===== src/rtl/core/mrc_pkg.sv =====
`timescale 1ns / 1ps
// ----------------------------------------------------------------------------
// mrc_pkg
// Shared types, constants and the byte-wise CRC-16 update for the Modbus RTU
// response checker.
// ----------------------------------------------------------------------------
package mrc_pkg;

  localparam int DataBytes = 8;              // data bytes packed into the value
  localparam logic [15:0] CrcPoly = 16'hA001;
  localparam logic [15:0] CrcInit = 16'hFFFF;
  localparam logic [7:0]  PosCount = 8'd2;   // frame position of the count byte
  localparam logic [7:0]  PosData = 8'd3;    // first data byte position
  localparam logic [7:0]  PosMax = 8'hFF;
  localparam logic [1:0]  HeldFull = 2'd2;

  typedef struct packed {
    logic [7:0] rx_byte;
    logic       frame_end;
  } item_t;

  typedef struct packed {
    logic        crc_ok;
    logic [7:0]  data_count;
    logic [63:0] data_value;
  } result_t;

  // one byte through the reflected modbus crc, bit by bit
  function automatic logic [15:0] crc_feed(input logic [15:0] crc, input logic [7:0] b);
    logic [15:0] c;
    c = crc ^ {8'h00, b};
    for (int k = 0; k < 8; k++) begin
      if (c[0]) begin
        c = (c >> 1) ^ CrcPoly;
      end else begin
        c = c >> 1;
      end
    end
    return c;
  endfunction

endpackage


===== src/rtl/core/mrc_in_stage.sv =====
`timescale 1ns / 1ps
// ----------------------------------------------------------------------------
// mrc_in_stage
// Input register. Holds one item and hands it on when the frame logic can
// take it; only a frame-end item waits for a free result slot.
// ----------------------------------------------------------------------------
module mrc_in_stage
  import mrc_pkg::*;
(
  input  logic  clk,
  input  logic  rst,
  input  logic  in_valid,
  output logic  in_ready,
  input  logic  [7:0] rx_byte,
  input  logic  frame_end,
  input  logic  out_free,
  output logic  go,
  output item_t item
);

  logic held_valid;

  assign go       = held_valid && (!item.frame_end || out_free);
  assign in_ready = !held_valid || go;

  always_ff @(posedge clk) begin
    if (rst) begin
      held_valid <= 1'b0;
    end else if (in_ready) begin
      held_valid <= in_valid;
    end
  end

  always_ff @(posedge clk) begin
    if (in_valid && in_ready) begin
      item.rx_byte   <= rx_byte;
      item.frame_end <= frame_end;
    end
  end

endmodule


===== src/rtl/core/mrc_frame_state.sv =====
`timescale 1ns / 1ps
// ----------------------------------------------------------------------------
// mrc_frame_state
// Frame state and per-byte update: crc over all but the trailing two bytes,
// count byte capture and little-endian packing of the data bytes.
// ----------------------------------------------------------------------------
module mrc_frame_state
  import mrc_pkg::*;
(
  input  logic    clk,
  input  logic    rst,
  input  logic    go,
  input  item_t   item,
  output logic    res_valid,
  output result_t res
);

  logic [15:0] crc_acc, crc_acc_next;
  logic [7:0]  byte_position, byte_position_next;
  logic [15:0] held_bytes, held_bytes_next;
  logic [1:0]  held_count, held_count_next;
  logic [7:0]  count_field, count_field_next;
  logic [63:0] value_acc, value_acc_next;
  logic [7:0]  body_pos;
  logic [7:0]  k;

  always_comb begin
    crc_acc_next     = crc_acc;
    held_bytes_next  = held_bytes;
    held_count_next  = held_count;
    value_acc_next   = value_acc;
    count_field_next = (byte_position == PosCount) ? item.rx_byte : count_field;
    body_pos         = byte_position - 8'd2;
    k                = body_pos - PosData;

    if (held_count >= HeldFull) begin
      // oldest held byte is now known to be body, not crc
      crc_acc_next = crc_feed(crc_acc, held_bytes[7:0]);
      if (body_pos >= PosData && k < count_field_next && k < 8'(DataBytes)) begin
        value_acc_next = value_acc | ({56'd0, held_bytes[7:0]} << {k[2:0], 3'b000});
      end
      held_bytes_next = {item.rx_byte, held_bytes[15:8]};
    end else if (held_count == 2'd1) begin
      held_bytes_next = {item.rx_byte, held_bytes[7:0]};
      held_count_next = HeldFull;
    end else begin
      held_bytes_next = {8'h00, item.rx_byte};
      held_count_next = 2'd1;
    end

    byte_position_next = (byte_position != PosMax) ? byte_position + 8'd1 : byte_position;

    res_valid      = go && item.frame_end;
    res.crc_ok     = (held_count_next == HeldFull) && (held_bytes_next == crc_acc_next);
    res.data_count = count_field_next;
    res.data_value = value_acc_next;
  end

  always_ff @(posedge clk) begin
    if (rst || res_valid) begin
      crc_acc       <= CrcInit;
      byte_position <= 8'd0;
      held_bytes    <= 16'd0;
      held_count    <= 2'd0;
      count_field   <= 8'd0;
      value_acc     <= 64'd0;
    end else if (go) begin
      crc_acc       <= crc_acc_next;
      byte_position <= byte_position_next;
      held_bytes    <= held_bytes_next;
      held_count    <= held_count_next;
      count_field   <= count_field_next;
      value_acc     <= value_acc_next;
    end
  end

endmodule


===== src/rtl/core/mrc_out_stage.sv =====
`timescale 1ns / 1ps
// ----------------------------------------------------------------------------
// mrc_out_stage
// Result register. Holds one finished result until the consumer takes it.
// ----------------------------------------------------------------------------
module mrc_out_stage
  import mrc_pkg::*;
(
  input  logic        clk,
  input  logic        rst,
  input  logic        res_valid,
  input  result_t     res,
  output logic        out_free,
  output logic        out_valid,
  input  logic        out_ready,
  output logic        crc_ok,
  output logic [7:0]  data_count,
  output logic [63:0] data_value
);

  result_t held;

  assign out_free   = !out_valid || out_ready;
  assign crc_ok     = held.crc_ok;
  assign data_count = held.data_count;
  assign data_value = held.data_value;

  always_ff @(posedge clk) begin
    if (rst) begin
      out_valid <= 1'b0;
    end else if (res_valid) begin
      out_valid <= 1'b1;
    end else if (out_ready) begin
      out_valid <= 1'b0;
    end
  end

  always_ff @(posedge clk) begin
    if (res_valid) begin
      held <= res;
    end
  end

endmodule


===== src/rtl/core/modbus_rtu_response_checker_unit.sv =====
`timescale 1ns / 1ps
// ----------------------------------------------------------------------------
// modbus_rtu_response_checker_unit
// Checks a modbus rtu response frame byte by byte and reports crc status,
// the count byte and up to eight packed data bytes at the frame end.
//
//   channel  | handshake           | payload
//   ---------+---------------------+--------------------------------------
//   in       | in_valid/in_ready   | rx_byte[7:0], frame_end
//   out      | out_valid/out_ready | crc_ok, data_count[7:0], data_value[63:0]
//
// one byte accepted per cycle unless stalled; a byte is processed from the input register,
// so a frame-end result enters the result register when its byte leaves the input stage.
// only a frame-end item stalls, and only while an earlier result is still untaken.
// reset clears all frame state; the block is ready right after reset.
// after each result the frame state returns to its reset values.
// ----------------------------------------------------------------------------
module modbus_rtu_response_checker_unit
  import mrc_pkg::*;
(
  input  logic        clk,
  input  logic        rst,
  input  logic        in_valid,
  output logic        in_ready,
  input  logic [7:0]  rx_byte,
  input  logic        frame_end,
  output logic        out_valid,
  input  logic        out_ready,
  output logic        crc_ok,
  output logic [7:0]  data_count,
  output logic [63:0] data_value
);

  item_t   item;
  result_t res;
  logic    go;
  logic    out_free;
  logic    res_valid;

  mrc_in_stage u_in (
    .clk      (clk),
    .rst      (rst),
    .in_valid (in_valid),
    .in_ready (in_ready),
    .rx_byte  (rx_byte),
    .frame_end(frame_end),
    .out_free (out_free),
    .go       (go),
    .item     (item)
  );

  mrc_frame_state u_state (
    .clk      (clk),
    .rst      (rst),
    .go       (go),
    .item     (item),
    .res_valid(res_valid),
    .res      (res)
  );

  mrc_out_stage u_out (
    .clk       (clk),
    .rst       (rst),
    .res_valid (res_valid),
    .res       (res),
    .out_free  (out_free),
    .out_valid (out_valid),
    .out_ready (out_ready),
    .crc_ok    (crc_ok),
    .data_count(data_count),
    .data_value(data_value)
  );

  // a new result never overwrites one still waiting
  a_no_overwrite: assert property (@(posedge clk) disable iff (rst)
    res_valid |-> (!out_valid || out_ready))
    else $error("result written over an untaken result");

  // a body byte never stalls
  a_body_flows: assert property (@(posedge clk) disable iff (rst)
    (!in_ready) |-> (item.frame_end && out_valid && !out_ready))
    else $error("input stalled without a pending frame end");

  // a taken result clears the output unless a new one lands
  a_out_drains: assert property (@(posedge clk) disable iff (rst)
    (out_valid && out_ready && !res_valid) |=> !out_valid)
    else $error("result still shown after it was taken");

endmodule


===== config.mk =====
export PLATFORM = sky130hd
export DESIGN_NAME = modbus_rtu_response_checker_unit
export DESIGN_NICKNAME = d
export VERILOG_FILES = /design/src/rtl/core/mrc_pkg.sv /design/src/rtl/core/mrc_in_stage.sv /design/src/rtl/core/mrc_frame_state.sv /design/src/rtl/core/mrc_out_stage.sv /design/src/rtl/core/modbus_rtu_response_checker_unit.sv
export SDC_FILE = /design/constraint.sdc
export NUM_CORES = 1
export LEC_CHECK = 0
export BUFFER_PORTS_ARGS = -buffer_cell sky130_fd_sc_hd__buf_2
export CAP_MARGIN = 40
export CORE_UTILIZATION = 30
export DETAILED_ROUTE_END_ITERATION = 8
export GPL_TIMING_DRIVEN = 0
export SLEW_MARGIN = 20
export SYNTH_ARGS = -nofsm -noshare
export SYNTH_HDL_FRONTEND = slang
export SYNTH_SLANG_ARGS = --single-unit

===== constraint.sdc =====
create_clock -name clk -period 5.4 [get_ports clk]
set_input_delay 0.54 -clock clk [delete_from_list [all_inputs] [get_ports clk]]
set_output_delay 0.54 -clock clk [all_outputs]
set_load 0.05 [all_outputs]

==> qor.tcl, run 1 <==
set qor(cts_tree) {yes}
set qor(power.share.combinational_pct) 11.7
set qor(routedWlPerCell_um) 16.4
set qor(core_region_area_sq_mm) 0.0287
set qor(port_buffers) 87
set qor(cts_h_tree_lvls) 4
set qor(finish.utilization_pct) 35.8
set qor(cts_resizes) 0
set qor(timing.clock.skew_ns) 0.00910
set qor(grt_setup_unrepaired) {false}
set qor(peak_vdd_ir_v) 0.000224
set qor(nNetsFinal) 988
set qor(reg2reg_setup_slack_ns) 0.81
set qor(routed_wl_um) 22200
set qor(synthesis.area_sq_mm) 0.00877
set qor(antenna_cells_inserted) 0
set qor(die_h_um) 173
set qor(worstReg2RegEnd) {u_out.data_value[33]}
set qor(whs_endpoint) {u_in.item[7]}
set qor(power_frac_clock_pct) 37.9
set qor(critPathBufInv) 4
set qor(hold_buffer_count_at_cts) 0
set qor(number_of_enable_flip_flop_cells_after_synthesis) 82
set qor(grt_first_pass_wirelength_um) 34900
set qor(grt_overflow_total) 0
set qor(post-route-drc-count) 0
set qor(vias) 6480
set qor(timing.critical_path.max_delay_family) {simple AND/OR/NAND/NOR gates}
set qor(crit_chain) {buf_2, inv_1, ha_1, nor3b_1, nand2_1, buf_1, mux2i_1, ha_1, nand4_1, nor2_1, nor4_1, o2111ai_1, nor4_4, nand3_4, buf_2, o21bai_1}
set qor(hold_depth) 1
set qor(power.switching_fraction_pct) 27.7
set qor(report.final.slew_viol_count) 0
set qor(synth_area_leader_cell) {edfxtp_1}
set qor(globalplace.congestion) 0.857
set qor(cts.path.max_buffers) 2
set qor(required_time_at_the_endpoint_of_the_critical_path_ns) 5.66
set qor(result_of_the_run) {finished, final reports clean}
set qor(min-delay-start) {rx_byte[6]}
set qor(max_fanout_on_critical_path) 10
set qor(dp_cells) 1323
set qor(crit_path_top_delay_cell) {nor4_4}
set qor(async_reset_ff_share_pct) 0
set qor(placement_rows) 62
set qor(warnings_from_yosys) 0
set qor(clock_insertion_delay_at_the_later_pin_of_the_skew_report_ns) 0.44
set qor(cellLeakagePower_nw) 3.77
set qor(path_clk_slew_ns) 0.07
set qor(slew-limit-headroom_pct) 46.2
set qor(post-cts-setup-buffer-count) 0
set qor(timing.final.hold_violations) 0
set qor(number_of_global_route_vias_before_repair) 6250
set qor(detailedRoute.firstIterationViolations) 404
set qor(synth-main-ff-cell) {dfxtp_1}
set qor(min_path_type) {primary input to flop}
set qor(worst_reg_to_reg_path_cell_count) 16
set qor(final_cycle_share_pct) 85.1
set qor(hpwl_um) 16200
set qor(setup.worst_path.class) {flop to flop}
set qor(yosysMostFrequentCell) {nand2_1}
set qor(clock.fmax_ghz) 0.218
set qor(fillCellCount) 2901
set qor(power.density_cell_area_mw_per_mm2) 311
set qor(floorplan.die_area_sq_mm) 0.0299
set qor(number_of_cts_inserted_buffers) 17
set qor(root_buffer) {clkbuf_16}
set qor(multi_input_comb_area_sq_mm) 0.00366
set qor(finish.cell_count_without_fillers) 1356
set qor(floorplan.initialDensity_pct) 30.6
set qor(drt-pass1-iter-count) 5
set qor(synthTopCellsByCount) {nand2_1 (143), dfxtp_1 (116), edfxtp_1 (82), o21ai_1 (56), o21bai_1 (54)}
set qor(synth_seq_cells) 198
set qor(synth.area.top_cells) {edfxtp_1 (28%), dfxtp_1 (26%), nand2_1 (6.1%), o21bai_1 (4.6%), xnor2_1 (3.8%)}
set qor(max-cap-violations) 0
set qor(cp_data_arrival_time_ns) 4.85
set qor(drive_gt1_share_pct) 16.4
set qor(synthDistinctLibCells) 57
set qor(netlist_instances) 849
set qor(seqPwrFrac_pct) 50.5
set qor(internal-power_w) 0.00231
set qor(synth.avg_cell_area_sq_um) 10.3
set qor(worst_pin_slew_ns) 0.803
set qor(io-pin-count) 88
set qor(ys_seq_area_share_pct) 54.5
set qor(r2r_start) {u_state.byte_position[0]}
set qor(postSynthNetCount) 878
set qor(final.min_clock_period_ns) 4.59
set qor(synth_largest_type_area_fraction_pct) 28.1
set qor(register_area_sq_mm) 0.00478
set qor(critical-path-max-stage-delay_ns) 0.64
set qor(die_w_um) 173
set qor(tot_gr_track_use_pct) 15.0
set qor(final-setup-viol-count) 0
set qor(power.switching_w) 0.000888
set qor(worst_setup_ep_type) {flop}
set qor(worst_setup_path_start_kind) {flop}
set qor(route.antenna.remaining_nets) 0
set qor(layout-area-overhead-vs-synth_pct) 17.2
set qor(cts_sinks) 198
set qor(grt_start_max_net_pins) 60
set qor(antenna_violations_before_repair) 0
set qor(routed_via_density) 4.78
-- worst register-to-register path, stage by stage, from the launching register on --
cell	delay [ns]
dfxtp_1	0.36
buf_2	0.25
inv_1	0.17
ha_1	0.22
nor3b_1	0.15
nand2_1	0.15
buf_1	0.44
mux2i_1	0.47
ha_1	0.32
nand4_1	0.12
nor2_1	0.06
nor4_1	0.22
o2111ai_1	0.20
nor4_4	0.64
nand3_4	0.18
buf_2	0.24
o21bai_1	0.24
-- placed cells by master, fill, tap and decap left out, types with 5 or more instances in the layout --
master | Yosys | layout
buf_2 | 4 | 93
nand3_1 | 21 | 21
edfxtp_1 | 82 | 82
nor2_1 | 36 | 36
nand2_1 | 143 | 143
dfxtp_1 | 116 | 116
clkbuf_1 | 32 | 34
o211ai_1 | 14 | 14
nand4_1 | 7 | 7
inv_1 | 20 | 20
o22ai_1 | 7 | 7
ha_1 | 16 | 16
o21ai_0 | 19 | 19
a211oi_1 | 16 | 16
mux2i_1 | 15 | 15
buf_1 | 5 | 5
xor2_1 | 19 | 19
clkbuf_16 | 0 | 17
nand2b_1 | 10 | 10
buf_6 | 7 | 7
o21ai_1 | 56 | 56
a21oi_1 | 30 | 30
o21bai_2 | 11 | 11
xnor2_1 | 38 | 38
a31oi_1 | 7 | 7
o21bai_1 | 54 | 54
-- power groups by stage --
stage                     sequential (W)  combinational (W)  clock (W)
final                            0.00162           0.000374    0.00121
after detailed placement         0.00165           0.000369          0
after floorplan                  0.00168           0.000236          0
after global routing             0.00162           0.000406    0.00129
after global placement           0.00165           0.000365          0
after CTS                        0.00162           0.000372    0.00123
-- kinds of logic (layout without fill, tap and decap cells) --
logic type	after synthesis	in the layout	synth area share [%]
buffers and inverters	71	194	3.82
XOR/XNOR	60	60	6.39
multiplexers	16	16	1.84
flip-flops	198	198	54.5
AND/OR/NAND/NOR	257	257	13.9
AO/OA/AOI/OAI	231	231	17.2
adder cells (fa/ha/maj)	16	16	2.28
-- per-stage QoR --
| stage | setup TNS (ns) | setup WS, ns | hold slack (ns) | power [W] | area [sq um] |
|---|---|---|---|---|---|
| 6_report | 0 | 0.806 | 0.281 | 0.00320 | 10300 |
| 5_1_grt | 0 | 0.446 | 0.264 | 0.00332 | 10300 |
| 4_1_cts | 0 | 0.677 | 0.265 | 0.00322 | 10300 |
| 3_5_place_dp | 0 | 0.702 | 0.437 | 0.00202 | 9730 |
| 3_3_place_gp | -0.148 | -0.0201 | 0.430 | 0.00202 | 9690 |
| 2_1_floorplan | 0 | 1.41 | 0.416 | 0.00192 | 8770 |
-- layout make-up --
cell class	count	share of cell area, %
sequential	198	46.5
multi-input combinational	580	35.5
tap	384	4.67
clock inverter	13	1.16
timing repair buffer	91	4.65
inverter	20	0.730
clock buffer	19	4.21
buffer	51	2.53
-- sequential cells by signal, summed over array words and instances, names as in the netlist --
signal	cells
u_out.crc_ok	1
u_out.out_valid	1
u_in.item	9
u_in.held_valid	1
u_state.crc_acc	16
u_state.byte_position	8
u_state.count_field	8
u_out.data_value	64
u_state.held_bytes	16
u_state.value_acc	64
u_out.data_count	8
u_state.held_count	2
-- metal layers --
metal	track usage (%)	vias up	share of wire [%]
met2	24.8	162	47
met4	5.09	0	1.9
met3	2.57	33	4.0
met5	0	-	0
met1	19.8	3050	47
li1	-	3235	-
-- how the worst max path moves through the flow --
stage | start | slack (ns) | endpoint | depth (start not counted)
after floorplan | u_out.out_valid | 1.41 | u_state.value_acc[16] | 8
after global placement | out_ready | -0.02 | u_state.value_acc[55] | 9
after CTS | u_state.byte_position[0] | 0.68 | u_out.data_value[33] | 16
after detailed placement | u_state.byte_position[0] | 0.70 | u_out.data_value[33] | 16
after global routing | u_state.byte_position[0] | 0.45 | u_out.data_value[33] | 16
final | u_state.byte_position[0] | 0.81 | u_out.data_value[33] | 16
No activity file was read; power rests on OpenSTA's default activity.
==> run 2: changes to the inputs <==
RECOVER_POWER = 25   (was unset)
==> qor.tcl, run 2 (synthesis gave the netlist of run 1 again) <==
set qor(routed_via_density) 4.77 ;# -0.17%
set qor(routed_wl_um) 22200 ;# +0.13%
set qor(most_common_cell_after_layout_fill_and_taps_aside) {nand2_1}
set qor(peak_vdd_ir_v) 0.000225 ;# +0.54%
set qor(register_area_sq_mm) 0.00478 ;# unchanged
set qor(finish.cell_count_without_fillers) 1356 ;# unchanged
set qor(grt_overflow_total) 0 ;# unchanged
set qor(clock.fmax_ghz) 0.217 ;# -0.50%
set qor(cp_data_arrival_time_ns) 4.88 ;# +0.03 ns
set qor(die_h_um) 173 ;# unchanged
set qor(final-setup-viol-count) 0 ;# unchanged
set qor(result_of_the_run) {finished, final reports clean}
set qor(post-cts-setup-buffer-count) 0 ;# unchanged
set qor(floorplan.initialDensity_pct) 30.6 ;# unchanged
set qor(routedWlPerCell_um) 16.4 ;# +0.13%
set qor(io-pin-count) 88 ;# unchanged
set qor(number_of_global_route_vias_before_repair) 6250 ;# unchanged
set qor(final.min_clock_period_ns) 4.62 ;# +0.0230 ns
set qor(worst_setup_ep_type) {flop}
set qor(tot_gr_track_use_pct) 15.0 ;# unchanged
set qor(power.share.combinational_pct) 11.5 ;# -0.2 points
set qor(cts_tree) {yes}
set qor(worst_reg_to_reg_path_cell_count) 16 ;# unchanged
set qor(hold_buffer_count_at_cts) 0 ;# unchanged
set qor(hold_depth) 1 ;# unchanged
set qor(fillCellCount) 2935 ;# +1.2%
set qor(placement_rows) 62 ;# unchanged
set qor(max-cap-violations) 0 ;# unchanged
set qor(route.antenna.remaining_nets) 0 ;# unchanged
set qor(grt_start_max_net_pins) 60 ;# unchanged
set qor(required_time_at_the_endpoint_of_the_critical_path_ns) 5.66 ;# about the same
set qor(vias) 6469 ;# -0.17%
set qor(multi_input_comb_area_sq_mm) 0.00366 ;# unchanged
set qor(clock_insertion_delay_at_the_later_pin_of_the_skew_report_ns) 0.44 ;# about the same
set qor(dp_cells) 1323 ;# unchanged
set qor(max_fanout_on_critical_path) 10 ;# unchanged
set qor(floorplan.die_area_sq_mm) 0.0299 ;# unchanged
set qor(min_path_type) {primary input to flop}
set qor(finalSetupTns_ns) 0 ;# unchanged
set qor(worst_pin_slew_ns) 0.812 ;# +0.00894 ns
set qor(mostFrequentLayoutCells) {nand2_1 (143), dfxtp_1 (116), clkbuf_1 (111)}
set qor(power_frac_clock_pct) 37.9 ;# about the same
set qor(core_region_area_sq_mm) 0.0287 ;# unchanged
set qor(path_clk_slew_ns) 0.07 ;# about the same
set qor(power.density_cell_area_mw_per_mm2) 314 ;# +0.84%
set qor(drt-pass1-iter-count) 5 ;# unchanged
set qor(internal-power_w) 0.00231 ;# -0.16%
set qor(worst_setup_path_start_kind) {flop}
set qor(min-delay-start) {rx_byte[6]}
set qor(root_buffer) {clkbuf_16}
set qor(whs_endpoint) {u_in.item[7]}
set qor(post-route-drc-count) 0 ;# unchanged
set qor(grt_setup_unrepaired) {false}
set qor(cts_sinks) 198 ;# unchanged
set qor(power.switching_fraction_pct) 27.8 ;# +0.039 points
set qor(antenna_cells_inserted) 0 ;# unchanged
set qor(number_of_cts_inserted_buffers) 17 ;# unchanged
set qor(cts.path.max_buffers) 2 ;# unchanged
set qor(cellLeakagePower_nw) 3.53 ;# -6.3%
set qor(grt_first_pass_wirelength_um) 34900 ;# unchanged
set qor(nNetsFinal) 988 ;# unchanged
set qor(port_buffers) 87 ;# unchanged
set qor(timing.final.hold_violations) 0 ;# unchanged
set qor(die_w_um) 173 ;# unchanged
set qor(reg2reg_setup_slack_ns) 0.78 ;# -0.02 ns
set qor(slew-limit-headroom_pct) 45.6 ;# -0.60 points
set qor(report.final.slew_viol_count) 0 ;# unchanged
set qor(antenna_violations_before_repair) 0 ;# unchanged
set qor(layout-area-overhead-vs-synth_pct) 16.1
set qor(finish.utilization_pct) 35.5 ;# -0.34 points
set qor(setup.worst_path.class) {flop to flop}
set qor(r2r_start) {u_state.byte_position[0]}
set qor(globalplace.congestion) 0.857 ;# unchanged
set qor(hpwl_um) 16200 ;# unchanged
set qor(power.switching_w) 0.000888 ;# about the same
set qor(worstReg2RegEnd) {u_out.data_value[33]}
set qor(seqPwrFrac_pct) 50.5 ;# about the same
set qor(final_cycle_share_pct) 85.5 ;# +0.43 points
set qor(timing.clock.skew_ns) 0.0101 ;# +0.00104 ns
set qor(cts_h_tree_lvls) 4 ;# unchanged
set qor(cts_resizes) 0 ;# unchanged
set qor(detailedRoute.firstIterationViolations) 436 ;# +7.9%
set qor(drive_gt1_share_pct) 8.44 ;# -7.9 points
==> run 2: changes by cell type in the layout (fill, tap and decap cells not counted), sizes merged <==
cell,change
buf,-77
clkbuf,+77
==> run 2: cell type report <==
cell class | count | share of cell area [%]
plain buffers | 51 | 2.55
clock buffers | 19 | 4.25
clock inverters | 13 | 1.17
inverters | 20 | 0.737
multi-input cells | 580 | 35.9
flip-flops and latches | 198 | 47.0
well taps | 384 | 4.72
repair buffers | 91 | 3.75
==> run 2: through the flow <==
step                setup slack [ns]  hold WS (ns)  instance area, sq um  total power (W)
floorplan                       1.41         0.416                  8770          0.00192
global placement             -0.0201         0.430                  9690          0.00202
detailed placement             0.702         0.437                  9730          0.00202
CTS                            0.677         0.265                 10300          0.00322
global route                   0.446         0.264                 10200          0.00332
finish                         0.783         0.280                 10200          0.00320
==> run 2: worst max path at each step <==
stage                                   from                     to  slack (ns)  depth (start not counted)
global placement                   out_ready  u_state.value_acc[55]       -0.02                          9
global route        u_state.byte_position[0]   u_out.data_value[33]        0.45                         16
detailed placement  u_state.byte_position[0]   u_out.data_value[33]        0.70                         16
finish              u_state.byte_position[0]   u_out.data_value[33]        0.78                         16
floorplan                    u_out.out_valid  u_state.value_acc[16]        1.41                          8
CTS                 u_state.byte_position[0]   u_out.data_value[33]        0.68                         16
==> run 2: power groups by stage <==
stage	registers [W]	clock network [W]	logic, W
after floorplan	0.00168	0	0.000236
after CTS	0.00162	0.00123	0.000372
final	0.00162	0.00121	0.000369
after detailed placement	0.00165	0	0.000369
after global placement	0.00165	0	0.000365
after global routing	0.00162	0.00129	0.000403
==> run 2: critical path, stage by stage (launching register included) <==
cell and delay (ns):
dfxtp_1 0.36, buf_2 0.25, inv_1 0.17, ha_1 0.22
nor3b_1 0.15, nand2_1 0.15, buf_1 0.44, mux2i_1 0.48
ha_1 0.32, nand4_1 0.12, nor2_1 0.06, nor4_1 0.22
o2111ai_1 0.20, nor4_4 0.64, nand3_4 0.18, buf_2 0.24
o21bai_1 0.25
==> run 2: per-layer routing <==
metal / share of wire (%) / wire [um] / vias to the layer above / GRT usage, %
met1: 46 / 10300 / 3037 / 19.8
li1: - / - / 3239 / -
met3: 4.6 / 1020 / 32 / 2.57
met5: 0 / 0 / - / 0
met4: 1.8 / 396 / 0 / 5.09
met2: 47 / 10500 / 161 / 24.8
